===== config.mk =====
export PLATFORM = sky130hd
export DESIGN_NAME = gcode_line_parser
export DESIGN_NICKNAME = d
export VERILOG_FILES = /design/src/rtl/core/glp_pkg.sv /design/src/rtl/core/gcode_line_parser.sv /design/src/rtl/core/glp_num_conv.sv
export VERILOG_INCLUDE_DIRS = /design/src /design/src/rtl/core
export SDC_FILE = /design/constraint.sdc
export NUM_CORES = 2
export LEC_CHECK = 0
export BUFFER_PORTS_ARGS = -buffer_cell sky130_fd_sc_hd__buf_2
export CAP_MARGIN = 25
export CORE_MARGIN = 1
export CORE_UTILIZATION = 65
export DETAILED_ROUTE_END_ITERATION = 16
export PLACE_DENSITY_LB_ADDON = 0.2
export SYNTH_ARGS = -nofsm -noshare
export SYNTH_HDL_FRONTEND = slang
export SYNTH_SLANG_ARGS = --single-unit

===== constraint.sdc =====
create_clock -name clk_i -period 20.5 [get_ports clk_i]
set_input_delay 1.025 -clock clk_i [delete_from_list [all_inputs] [get_ports clk_i]]
set_output_delay 1.025 -clock clk_i [all_outputs]
set_load 0.01 [all_outputs]

===== src/rtl/core/gcode_line_parser_defines.svh =====
// assertion macros for the g-code line parser
// no dependencies; included by the files that carry assertions
`ifndef GCODE_LINE_PARSER_DEFINES_SVH
`define GCODE_LINE_PARSER_DEFINES_SVH

// same-cycle implication, disabled while reset is asserted
`define GLP_ASSERT_NOW(label, clk, rst_n, ante, cons) \
  label: assert property (@(posedge clk) disable iff (!rst_n) (ante) |-> (cons)) \
    else $error("glp assertion failed");

// next-cycle implication, disabled while reset is asserted
`define GLP_ASSERT_NEXT(label, clk, rst_n, ante, cons) \
  label: assert property (@(posedge clk) disable iff (!rst_n) (ante) |=> (cons)) \
    else $error("glp assertion failed");

`endif


===== src/rtl/core/glp_pkg.sv =====
// shared types and constants of the g-code line parser
// no dependencies; used by glp_num_conv and gcode_line_parser
package glp_pkg;

  // result command codes
  typedef enum logic [2:0] {
    CMD_CLEAR = 3'd0,
    CMD_INIT  = 3'd1,
    CMD_SERVO = 3'd2,
    CMD_MOVE  = 3'd3,
    CMD_HOME  = 3'd4
  } cmd_e;

  // keywords, first character in lowest byte
  localparam logic [23:0] KW_M10 = 24'h30314D;
  localparam logic [23:0] KW_M1  = 24'h00314D;
  localparam logic [23:0] KW_G1  = 24'h003147;
  localparam logic [23:0] KW_G28 = 24'h383247;

  // characters
  localparam logic [7:0] CHAR_NUL   = 8'd0;
  localparam logic [7:0] CHAR_TAB   = 8'd9;
  localparam logic [7:0] CHAR_NL    = 8'd10;
  localparam logic [7:0] CHAR_VT    = 8'd11;
  localparam logic [7:0] CHAR_FF    = 8'd12;
  localparam logic [7:0] CHAR_CR    = 8'd13;
  localparam logic [7:0] CHAR_SP    = 8'd32;
  localparam logic [7:0] CHAR_PLUS  = 8'h2B;
  localparam logic [7:0] CHAR_MINUS = 8'h2D;
  localparam logic [7:0] CHAR_POINT = 8'h2E;
  localparam logic [7:0] CHAR_ZERO  = 8'h30;
  localparam logic [7:0] CHAR_NINE  = 8'h39;

  // magnitude clamp and positive limit
  localparam logic [31:0] MAG_CAP = 32'h8000_0000;
  localparam logic [31:0] POS_MAX = 32'h7FFF_FFFF;

  localparam int unsigned FRAC_W  = 3;
  localparam int unsigned SCALE_W = 14;

  // control from the tokenizer to one number converter
  typedef struct packed {
    logic step;
    logic clear;
  } num_ctrl_t;

  // scale factor for the missing fraction digits
  function automatic logic [SCALE_W-1:0] pow10(input logic [FRAC_W-1:0] k);
    logic [SCALE_W-1:0] r;
    unique case (k)
      3'd0:    r = 14'd1;
      3'd1:    r = 14'd10;
      3'd2:    r = 14'd100;
      3'd3:    r = 14'd1000;
      default: r = 14'd10000;
    endcase
    return r;
  endfunction

endpackage


===== src/rtl/core/gcode_line_parser.sv =====
// a line-end word gives its result word in the cycle after it is accepted
// one input word per cycle, but a line-end word stalls while a result waits on a stalled
// receiver; character words give no result; each character takes a multiply-by-ten accumulate,
// and the scaled, clamped coordinates are taken into the held point at the line end
// reset (rst_ni low, asynchronous) clears line state, held point and pen at once
// top level of the g-code line parser; depends on glp_pkg, glp_num_conv and the defines header
`include "gcode_line_parser_defines.svh"

module gcode_line_parser #(
  parameter int unsigned TOKEN_CHARS     = 8,
  parameter int unsigned FRACTION_DIGITS = 3
) (
  input  logic               clk_i,
  input  logic               rst_ni,
  // input channel
  input  logic               in_valid_i,
  output logic               in_stall_o,
  input  logic [7:0]         char_byte_i,
  input  logic               line_end_i,
  // result channel
  output logic               out_valid_o,
  input  logic               out_stall_i,
  output logic [2:0]         command_code_o,
  output logic signed [31:0] x_thousandths_o,
  output logic signed [31:0] y_thousandths_o,
  output logic [63:0]        pen_chars_o,
  output logic [3:0]         pen_length_o
);

  localparam int unsigned PEN_W = 8 * TOKEN_CHARS;
  localparam int unsigned POS_W = $clog2(TOKEN_CHARS);

  // handshake
  logic in_acc, out_acc;

  // line state
  logic [2:0]       tok_q, tok_d;
  logic [3:0]       pos_q, pos_d;
  logic [23:0]      kw_q, kw_d;
  logic             kw_long_q, kw_long_d;
  logic [PEN_W-1:0] sec_q, sec_d;
  logic [3:0]       sec_len_q, sec_len_d;

  // held values and result
  logic signed [31:0] held_x_q, held_x_d, held_y_q, held_y_d;
  logic [PEN_W-1:0]   held_pen_q, held_pen_d;
  logic [3:0]         held_len_q, held_len_d;
  glp_pkg::cmd_e      code_q, cmd_d;
  logic               out_valid_q, out_valid_d;

  glp_pkg::num_ctrl_t x_ctrl, y_ctrl;
  logic signed [31:0] x_val, y_val;
  logic               is_sep, is_char;

  // the output word is read straight from the held registers: they only change
  // on a line end, and a line end is stalled while a result waits
  assign out_acc    = out_valid_q && !out_stall_i;
  assign in_stall_o = out_valid_q && out_stall_i && line_end_i;
  assign in_acc     = in_valid_i && !in_stall_o;

  assign is_sep  = (char_byte_i == glp_pkg::CHAR_NL) || (char_byte_i == glp_pkg::CHAR_SP);
  assign is_char = !line_end_i && (char_byte_i != glp_pkg::CHAR_NUL) && !is_sep;

  // exact keyword match, overlong keywords never match
  always_comb begin
    cmd_d = glp_pkg::CMD_CLEAR;
    if (!kw_long_q) begin
      priority if (kw_q == glp_pkg::KW_M10) cmd_d = glp_pkg::CMD_INIT;
      else if (kw_q == glp_pkg::KW_M1)      cmd_d = glp_pkg::CMD_SERVO;
      else if (kw_q == glp_pkg::KW_G1)      cmd_d = glp_pkg::CMD_MOVE;
      else if (kw_q == glp_pkg::KW_G28)     cmd_d = glp_pkg::CMD_HOME;
      else                                  cmd_d = glp_pkg::CMD_CLEAR;
    end
  end

  // coordinate converters see tokens two and three, axis letter skipped
  always_comb begin
    x_ctrl       = '0;
    y_ctrl       = '0;
    x_ctrl.clear = in_acc && line_end_i;
    y_ctrl.clear = in_acc && line_end_i;
    x_ctrl.step  = in_acc && is_char && (tok_q == 3'd1) && (pos_q != 4'd0);
    y_ctrl.step  = in_acc && is_char && (tok_q == 3'd2) && (pos_q != 4'd0);
  end

  glp_num_conv #(
    .FRACTION_DIGITS(FRACTION_DIGITS)
  ) u_x_conv (
    .clk_i  (clk_i),
    .rst_ni (rst_ni),
    .ctrl_i (x_ctrl),
    .char_i (char_byte_i),
    .value_o(x_val)
  );

  glp_num_conv #(
    .FRACTION_DIGITS(FRACTION_DIGITS)
  ) u_y_conv (
    .clk_i  (clk_i),
    .rst_ni (rst_ni),
    .ctrl_i (y_ctrl),
    .char_i (char_byte_i),
    .value_o(y_val)
  );

  // tokenizer and held-value update
  always_comb begin
    tok_d       = tok_q;
    pos_d       = pos_q;
    kw_d        = kw_q;
    kw_long_d   = kw_long_q;
    sec_d       = sec_q;
    sec_len_d   = sec_len_q;
    held_x_d    = held_x_q;
    held_y_d    = held_y_q;
    held_pen_d  = held_pen_q;
    held_len_d  = held_len_q;
    out_valid_d = out_acc ? 1'b0 : out_valid_q;

    if (in_acc) begin
      if (line_end_i) begin
        // commit what the command updates, then start a fresh line
        unique case (cmd_d)
          glp_pkg::CMD_SERVO: begin
            held_pen_d = sec_q;
            held_len_d = sec_len_q;
          end
          glp_pkg::CMD_MOVE: begin
            held_x_d = x_val;
            held_y_d = y_val;
          end
          default: ;
        endcase
        out_valid_d = 1'b1;
        tok_d       = '0;
        pos_d       = '0;
        kw_d        = '0;
        kw_long_d   = 1'b0;
        sec_d       = '0;
        sec_len_d   = '0;
      end else if (is_sep) begin
        // separator closes a token, empty tokens count too
        if (tok_q != 3'd7) tok_d = tok_q + 3'd1;
        pos_d = '0;
      end else if (is_char) begin
        if (tok_q == 3'd0) begin
          if (pos_q < 4'd3) begin
            kw_d[{pos_q[1:0], 3'b000} +: 8] = char_byte_i;
          end else begin
            kw_long_d = 1'b1;
          end
        end else if (tok_q == 3'd1) begin
          // pen text keeps the first characters only
          if (pos_q < 4'(TOKEN_CHARS)) begin
            sec_d[8 * pos_q[POS_W-1:0] +: 8] = char_byte_i;
            sec_len_d = pos_q + 4'd1;
          end
        end
        if (pos_q != 4'd15) pos_d = pos_q + 4'd1;
      end
    end
  end

  always_ff @(posedge clk_i or negedge rst_ni) begin
    if (!rst_ni) begin
      tok_q       <= '0;
      pos_q       <= '0;
      kw_q        <= '0;
      kw_long_q   <= 1'b0;
      sec_q       <= '0;
      sec_len_q   <= '0;
      held_x_q    <= '0;
      held_y_q    <= '0;
      held_pen_q  <= '0;
      held_len_q  <= '0;
      code_q      <= glp_pkg::CMD_CLEAR;
      out_valid_q <= 1'b0;
    end else begin
      tok_q       <= tok_d;
      pos_q       <= pos_d;
      kw_q        <= kw_d;
      kw_long_q   <= kw_long_d;
      sec_q       <= sec_d;
      sec_len_q   <= sec_len_d;
      held_x_q    <= held_x_d;
      held_y_q    <= held_y_d;
      held_pen_q  <= held_pen_d;
      held_len_q  <= held_len_d;
      out_valid_q <= out_valid_d;
      if (in_acc && line_end_i) code_q <= cmd_d;
    end
  end

  assign out_valid_o     = out_valid_q;
  assign command_code_o  = code_q;
  assign x_thousandths_o = held_x_q;
  assign y_thousandths_o = held_y_q;
  assign pen_chars_o     = 64'(held_pen_q);
  assign pen_length_o    = held_len_q;

  // a line end always yields a result in the next cycle
  `GLP_ASSERT_NEXT(a_line_end_result, clk_i, rst_ni, in_acc && line_end_i, out_valid_o)
  // a line end leaves the tokenizer at the start of a line
  `GLP_ASSERT_NEXT(a_line_restart, clk_i, rst_ni, in_acc && line_end_i,
                   (tok_q == 3'd0) && (pos_q == 4'd0) && !kw_long_q)
  // only a move command touches the held point
  `GLP_ASSERT_NEXT(a_point_held, clk_i, rst_ni,
                   in_acc && line_end_i && (cmd_d != glp_pkg::CMD_MOVE),
                   $stable(held_x_q) && $stable(held_y_q))
  // pen length never exceeds the kept characters
  `GLP_ASSERT_NOW(a_pen_len, clk_i, rst_ni, 1'b1, held_len_q <= 4'(TOKEN_CHARS))

endmodule


===== src/rtl/core/glp_num_conv.sv =====
// decimal coordinate converter: accumulates one character per cycle,
// gives the scaled, saturated value in thousandths; depends on glp_pkg
module glp_num_conv #(
  parameter int unsigned FRACTION_DIGITS = 3
) (
  input  logic                clk_i,
  input  logic                rst_ni,
  input  glp_pkg::num_ctrl_t  ctrl_i,
  input  logic [7:0]          char_i,
  output logic signed [31:0]  value_o
);

  typedef struct packed {
    logic [glp_pkg::FRAC_W-1:0] frac;
    logic                       nosgn;
    logic                       stop;
    logic                       point;
    logic                       neg;
  } num_flags_t;

  logic [31:0] acc_q, acc_d;
  num_flags_t  fl_q, fl_d;

  logic        is_digit, is_ws, is_sign, take;
  logic [3:0]  digit;
  logic [35:0] acc_x10;
  logic [glp_pkg::FRAC_W-1:0]  frac_k;
  logic [glp_pkg::SCALE_W-1:0] scale;
  logic [45:0] scaled;
  logic [31:0] mag;

  assign is_digit = (char_i >= glp_pkg::CHAR_ZERO) && (char_i <= glp_pkg::CHAR_NINE);
  assign is_ws    = (char_i == glp_pkg::CHAR_TAB) || (char_i == glp_pkg::CHAR_VT) ||
                    (char_i == glp_pkg::CHAR_FF)  || (char_i == glp_pkg::CHAR_CR);
  assign is_sign  = (char_i == glp_pkg::CHAR_PLUS) || (char_i == glp_pkg::CHAR_MINUS);
  assign digit    = 4'(char_i - glp_pkg::CHAR_ZERO);
  // acc * 10 + digit as shift-add
  assign acc_x10  = ({4'd0, acc_q} << 3) + ({4'd0, acc_q} << 1) + 36'(digit);

  always_comb begin
    acc_d = acc_q;
    fl_d  = fl_q;
    take  = 1'b1;
    if (ctrl_i.clear) begin
      acc_d = '0;
      fl_d  = '0;
    end else if (ctrl_i.step && !fl_q.stop) begin
      priority if (!fl_q.nosgn && is_ws) begin
        // leading whitespace skipped
      end else if (!fl_q.nosgn && is_sign) begin
        fl_d.nosgn = 1'b1;
        if (char_i == glp_pkg::CHAR_MINUS) fl_d.neg = 1'b1;
      end else if (is_digit) begin
        fl_d.nosgn = 1'b1;
        if (fl_q.point) begin
          if (fl_q.frac < glp_pkg::FRAC_W'(FRACTION_DIGITS)) begin
            fl_d.frac = fl_q.frac + 1'b1;
          end else begin
            take = 1'b0;
          end
        end
        // acc never exceeds the cap, so bit 31 means it sits there
        if (take && !acc_q[31]) begin
          acc_d = (acc_x10 > 36'(glp_pkg::MAG_CAP)) ? glp_pkg::MAG_CAP : acc_x10[31:0];
        end
      end else if (char_i == glp_pkg::CHAR_POINT && !fl_q.point) begin
        fl_d.point = 1'b1;
        fl_d.nosgn = 1'b1;
      end else begin
        fl_d.stop = 1'b1;
      end
    end
  end

  always_ff @(posedge clk_i or negedge rst_ni) begin
    if (!rst_ni) begin
      acc_q <= '0;
      fl_q  <= '0;
    end else begin
      acc_q <= acc_d;
      fl_q  <= fl_d;
    end
  end

  // scale up for the fraction digits not given
  assign frac_k = glp_pkg::FRAC_W'(FRACTION_DIGITS) - fl_q.frac;
  assign scale  = glp_pkg::pow10(frac_k);
  assign scaled = 46'(acc_q) * 46'(scale);
  assign mag    = (scaled > 46'(glp_pkg::MAG_CAP)) ? glp_pkg::MAG_CAP : scaled[31:0];

  always_comb begin
    if (fl_q.neg) begin
      value_o = signed'(32'd0 - mag);
    end else if (mag[31]) begin
      value_o = signed'(glp_pkg::POS_MAX);
    end else begin
      value_o = signed'(mag);
    end
  end

endmodule


==> results_dict.tcl <==
set metrics [dict create \
    top_level_ports 150 \
    grt_start_max_net_pins 133 \
    finalWorstSetupSlack_ps 8834 \
    final-max-slew-violation-count 0 \
    antenna_found_initial 1 \
    final_period_minus_worst_setup_slack_ps 11670 \
    layout-drive-gt1-share_pct 7.632 \
    place_worst_setup_slack_ps 9025 \
    track_usage_pct 34.81 \
    global_route_wire_length_before_repair_mm 195.0 \
    gp_congestion 0.9564 \
    synthesis.nets 6081 \
    detailedRoute.firstPassIterationCount 6 \
    most_used_flip_flop_cell_after_synthesis "sky130_fd_sc_hd__dfrtp_1" \
    ant_nets 0 \
    crit_buf_inv 10 \
    crit_share_post_route_pct 56.91 \
    clk_transition_reported_paths_ps 60 \
    synth_enable_flop_cells 0 \
    crit_path_end_kind "flop" \
    port_buffers 149 \
    dp.final_hpwl_mm 92.56 \
    footprint_of_the_multi_input_gates_um2 32860 \
    leakagePower_nw 25.95 \
    seqCellArea_um2 7858 \
    clock_insertion_delay_worst_skew_ps 610 \
    post-route-drc-count 0 \
    cts_root_buffer "sky130_fd_sc_hd__clkbuf_16" \
    first_global_vias 36860 \
    netlist_cell_types 104 \
    insertedDiodeCount 0 \
    tritoncts.num_buffers 38 \
    finalNonFillerCells 5983 \
    min_path_type "in2async" \
    areaGrowthSynthToFinish_pct 6.064 \
    ys_async_sr_fraction_pct 100.0 \
    placeableCoreArea_um2 67630 \
    final_setup_violation_count 0 \
    clock_sinks 314 \
    cts-resized-gates 0 \
    htree_num_levels 2 \
    post_synth_instance_area_um2 44690 \
    ys_seq_area_share_pct 17.58 \
    numPlacedInstances 5912 \
    fill_cells 5285 \
    std_cell_rows 95 \
    yosys_warnings 0 \
    ys_seq_elements 314 \
    drt_first_iter_violations 3205 \
    detailroute.via_count 36660 \
    final_setup_tns_ps 0 \
    report.final.hold_viol_count 0 \
    timing.fmax_ghz 0.08572 \
    setup.worst_path.start_class "flop" \
    status "complete, no violations" \
    post_synth_inst_count 5064 \
    routed_wl_mm 117.9 \
    viasPerCell 6.127 \
    maxCapViolations 0 \
    postCtsSetupRepairBufs 0 \
    worst_ir_drop_vdd_v 0.00007271 \
    most_common_cell_after_layout_fill_and_taps_aside "sky130_fd_sc_hd__inv_1" \
    die-area_um2 69800 \
    crit_slowest_cell "sky130_fd_sc_hd__a311oi_1" \
    cp_data_arrival_time_ps 12160 \
    most_used_cells_in_the_layout_excluding_fill_and_tap_cells "sky130_fd_sc_hd__inv_1, sky130_fd_sc_hd__nand2_1, sky130_fd_sc_hd__fa_1" \
    worst_hold_slack_ps 439.4 \
    route.detailed.wl_per_inst_um 19.70 \
    cpLargestDelayFamily "adder cells" \
    post_synth.cell_area_avg_um2 8.825 \
    critPathKind "reg2reg" \
    chipWidth_um 264.2 \
    clock_tree.buffer_depth 3 \
    cts_tree "yes" \
    overflow 0 \
    power.density_cell_area_nw_per_um2 32.25 \
    cts_hold_buf 0 \
    unrepaired_setup_endpoints_after_global_routing "no" \
    timing_worst_slew_pin_value_ps 1102 \
    max_slew_margin_pct 25.93 \
    worst_path_largest_cell_delay_ps 680 \
    initial_utilization_pct 66.08 \
    crit_required_ps 20990 \
    crit_top_cell "sky130_fd_sc_hd__inv_1" \
    power.total_mw 1.529 \
    critical_path_peak_fanout 58 \
    final_net_count 6099 \
    die_y_um 264.2 \
    finClkSkew_ps 36.84 \
]
-- Yosys cell counts (47+ instances only) --
| cell | count | share of area, % |
|---|---|---|
| sky130_fd_sc_hd__a21o_1 | 87 | 1.5 |
| sky130_fd_sc_hd__a21oi_1 | 224 | 2.5 |
| sky130_fd_sc_hd__a22o_1 | 69 | 1.4 |
| sky130_fd_sc_hd__and2_1 | 147 | 2.1 |
| sky130_fd_sc_hd__clkbuf_1 | 173 | 1.5 |
| sky130_fd_sc_hd__dfrtp_1 | 314 | 18 |
| sky130_fd_sc_hd__fa_1 | 594 | 27 |
| sky130_fd_sc_hd__ha_1 | 410 | 11 |
| sky130_fd_sc_hd__inv_1 | 841 | 7.1 |
| sky130_fd_sc_hd__mux2_2 | 69 | 1.7 |
| sky130_fd_sc_hd__nand2_1 | 615 | 5.2 |
| sky130_fd_sc_hd__nand3_1 | 78 | 0.87 |
| sky130_fd_sc_hd__nand4_1 | 47 | 0.66 |
| sky130_fd_sc_hd__nor2_1 | 200 | 1.7 |
| sky130_fd_sc_hd__nor3_1 | 60 | 0.67 |
| sky130_fd_sc_hd__o21ai_0 | 342 | 3.8 |
| sky130_fd_sc_hd__xnor2_1 | 72 | 1.4 |
| sky130_fd_sc_hd__xor2_1 | 58 | 1.1 |
-- per-stage QoR --
step	area [um2]	util, %
2_1_floorplan	44690	-
4_1_cts	47340	70.00
6_report	47400	70.08
3_5_place_dp	46060	68.10
3_3_place_gp	46030	68.06
5_1_grt	47400	70.08
-- power by group --
part / leakage (nW) / switching (mW) / internal [mW]
Clock: 0.616 / 0.303 / 0.399
Sequential: 4.30 / 0.0198 / 0.643
Combinational: 21.0 / 0.116 / 0.0479
-- path summary, 6_finish.rpt --
check / startpoint / slack (ps) / cells after the start / end
setup / recovery: u_x_conv.fl_q[4] / 8830 / 39 / x_thousandths_o[14]
hold / removal: rst_ni / 440 / 1 / u_x_conv.acc_q[2]
setup reg to reg: u_x_conv.fl_q[4] / 8830 / 39 / x_thousandths_o[14]
hold reg to reg: y_thousandths_o[15] / 470 / 1 / y_thousandths_o[15]
max in group asynchronous: rst_ni / 18270 / 4 / sec_q[26]
min in group clk_i: y_thousandths_o[15] / 470 / 1 / y_thousandths_o[15]
-- flip-flops by register name, indices dropped and copies added (netlist names) --
name / count
kw_long_q: 1
out_valid_o: 1
y_thousandths_o: 32
kw_q: 24
tok_q: 3
x_thousandths_o: 32
u_x_conv.acc_q: 32
u_x_conv.fl_q: 7
pen_length_o: 4
u_y_conv.acc_q: 32
sec_q: 64
command_code_o: 3
pen_chars_o: 64
u_y_conv.fl_q: 7
sec_len_q: 4
pos_q: 4
-- layout make-up --
type / count / area share [%]
Inverter: 843 / 6.676
Timing Repair Buffer: 192 / 2.418
Clock buffer: 54 / 2.281
Sequential cell: 314 / 16.58
Clock inverter: 14 / 0.4197
Multi-Input combinational cell: 3693 / 69.32
Tap cell: 873 / 2.304
-- metal layers --
layer / up-vias / global-route usage, % / wire [um]
li1: 16850 / - / -
met1: 18180 / 50.09 / 51390
met2: 1434 / 55.76 / 54410
met3: 196 / 4.521 / 9081
met4: 0 / 9.208 / 2977
met5: - / 0 / 0
-- worst register-to-register path, delay by kind of cell (launching register included) --
family                     cells  cell delay, ps
AOI/OAI and AO/OA              9            3000
adders and majority gates      9            3880
buffers and inverters         10            1670
DFF                            1             430
and+or+nand+nor               11            2600
-- kinds of logic after synthesis --
group,share of synthesized area (%)
buffers and inverters,9.029
adder cells (fa/ha/maj),38.09
AND/OR/NAND/NOR,15.10
multiplexers,2.145
XOR/XNOR,2.548
AO/OA/AOI/OAI,15.50
flip-flops,17.58
(Power assumes the default switching activity.)
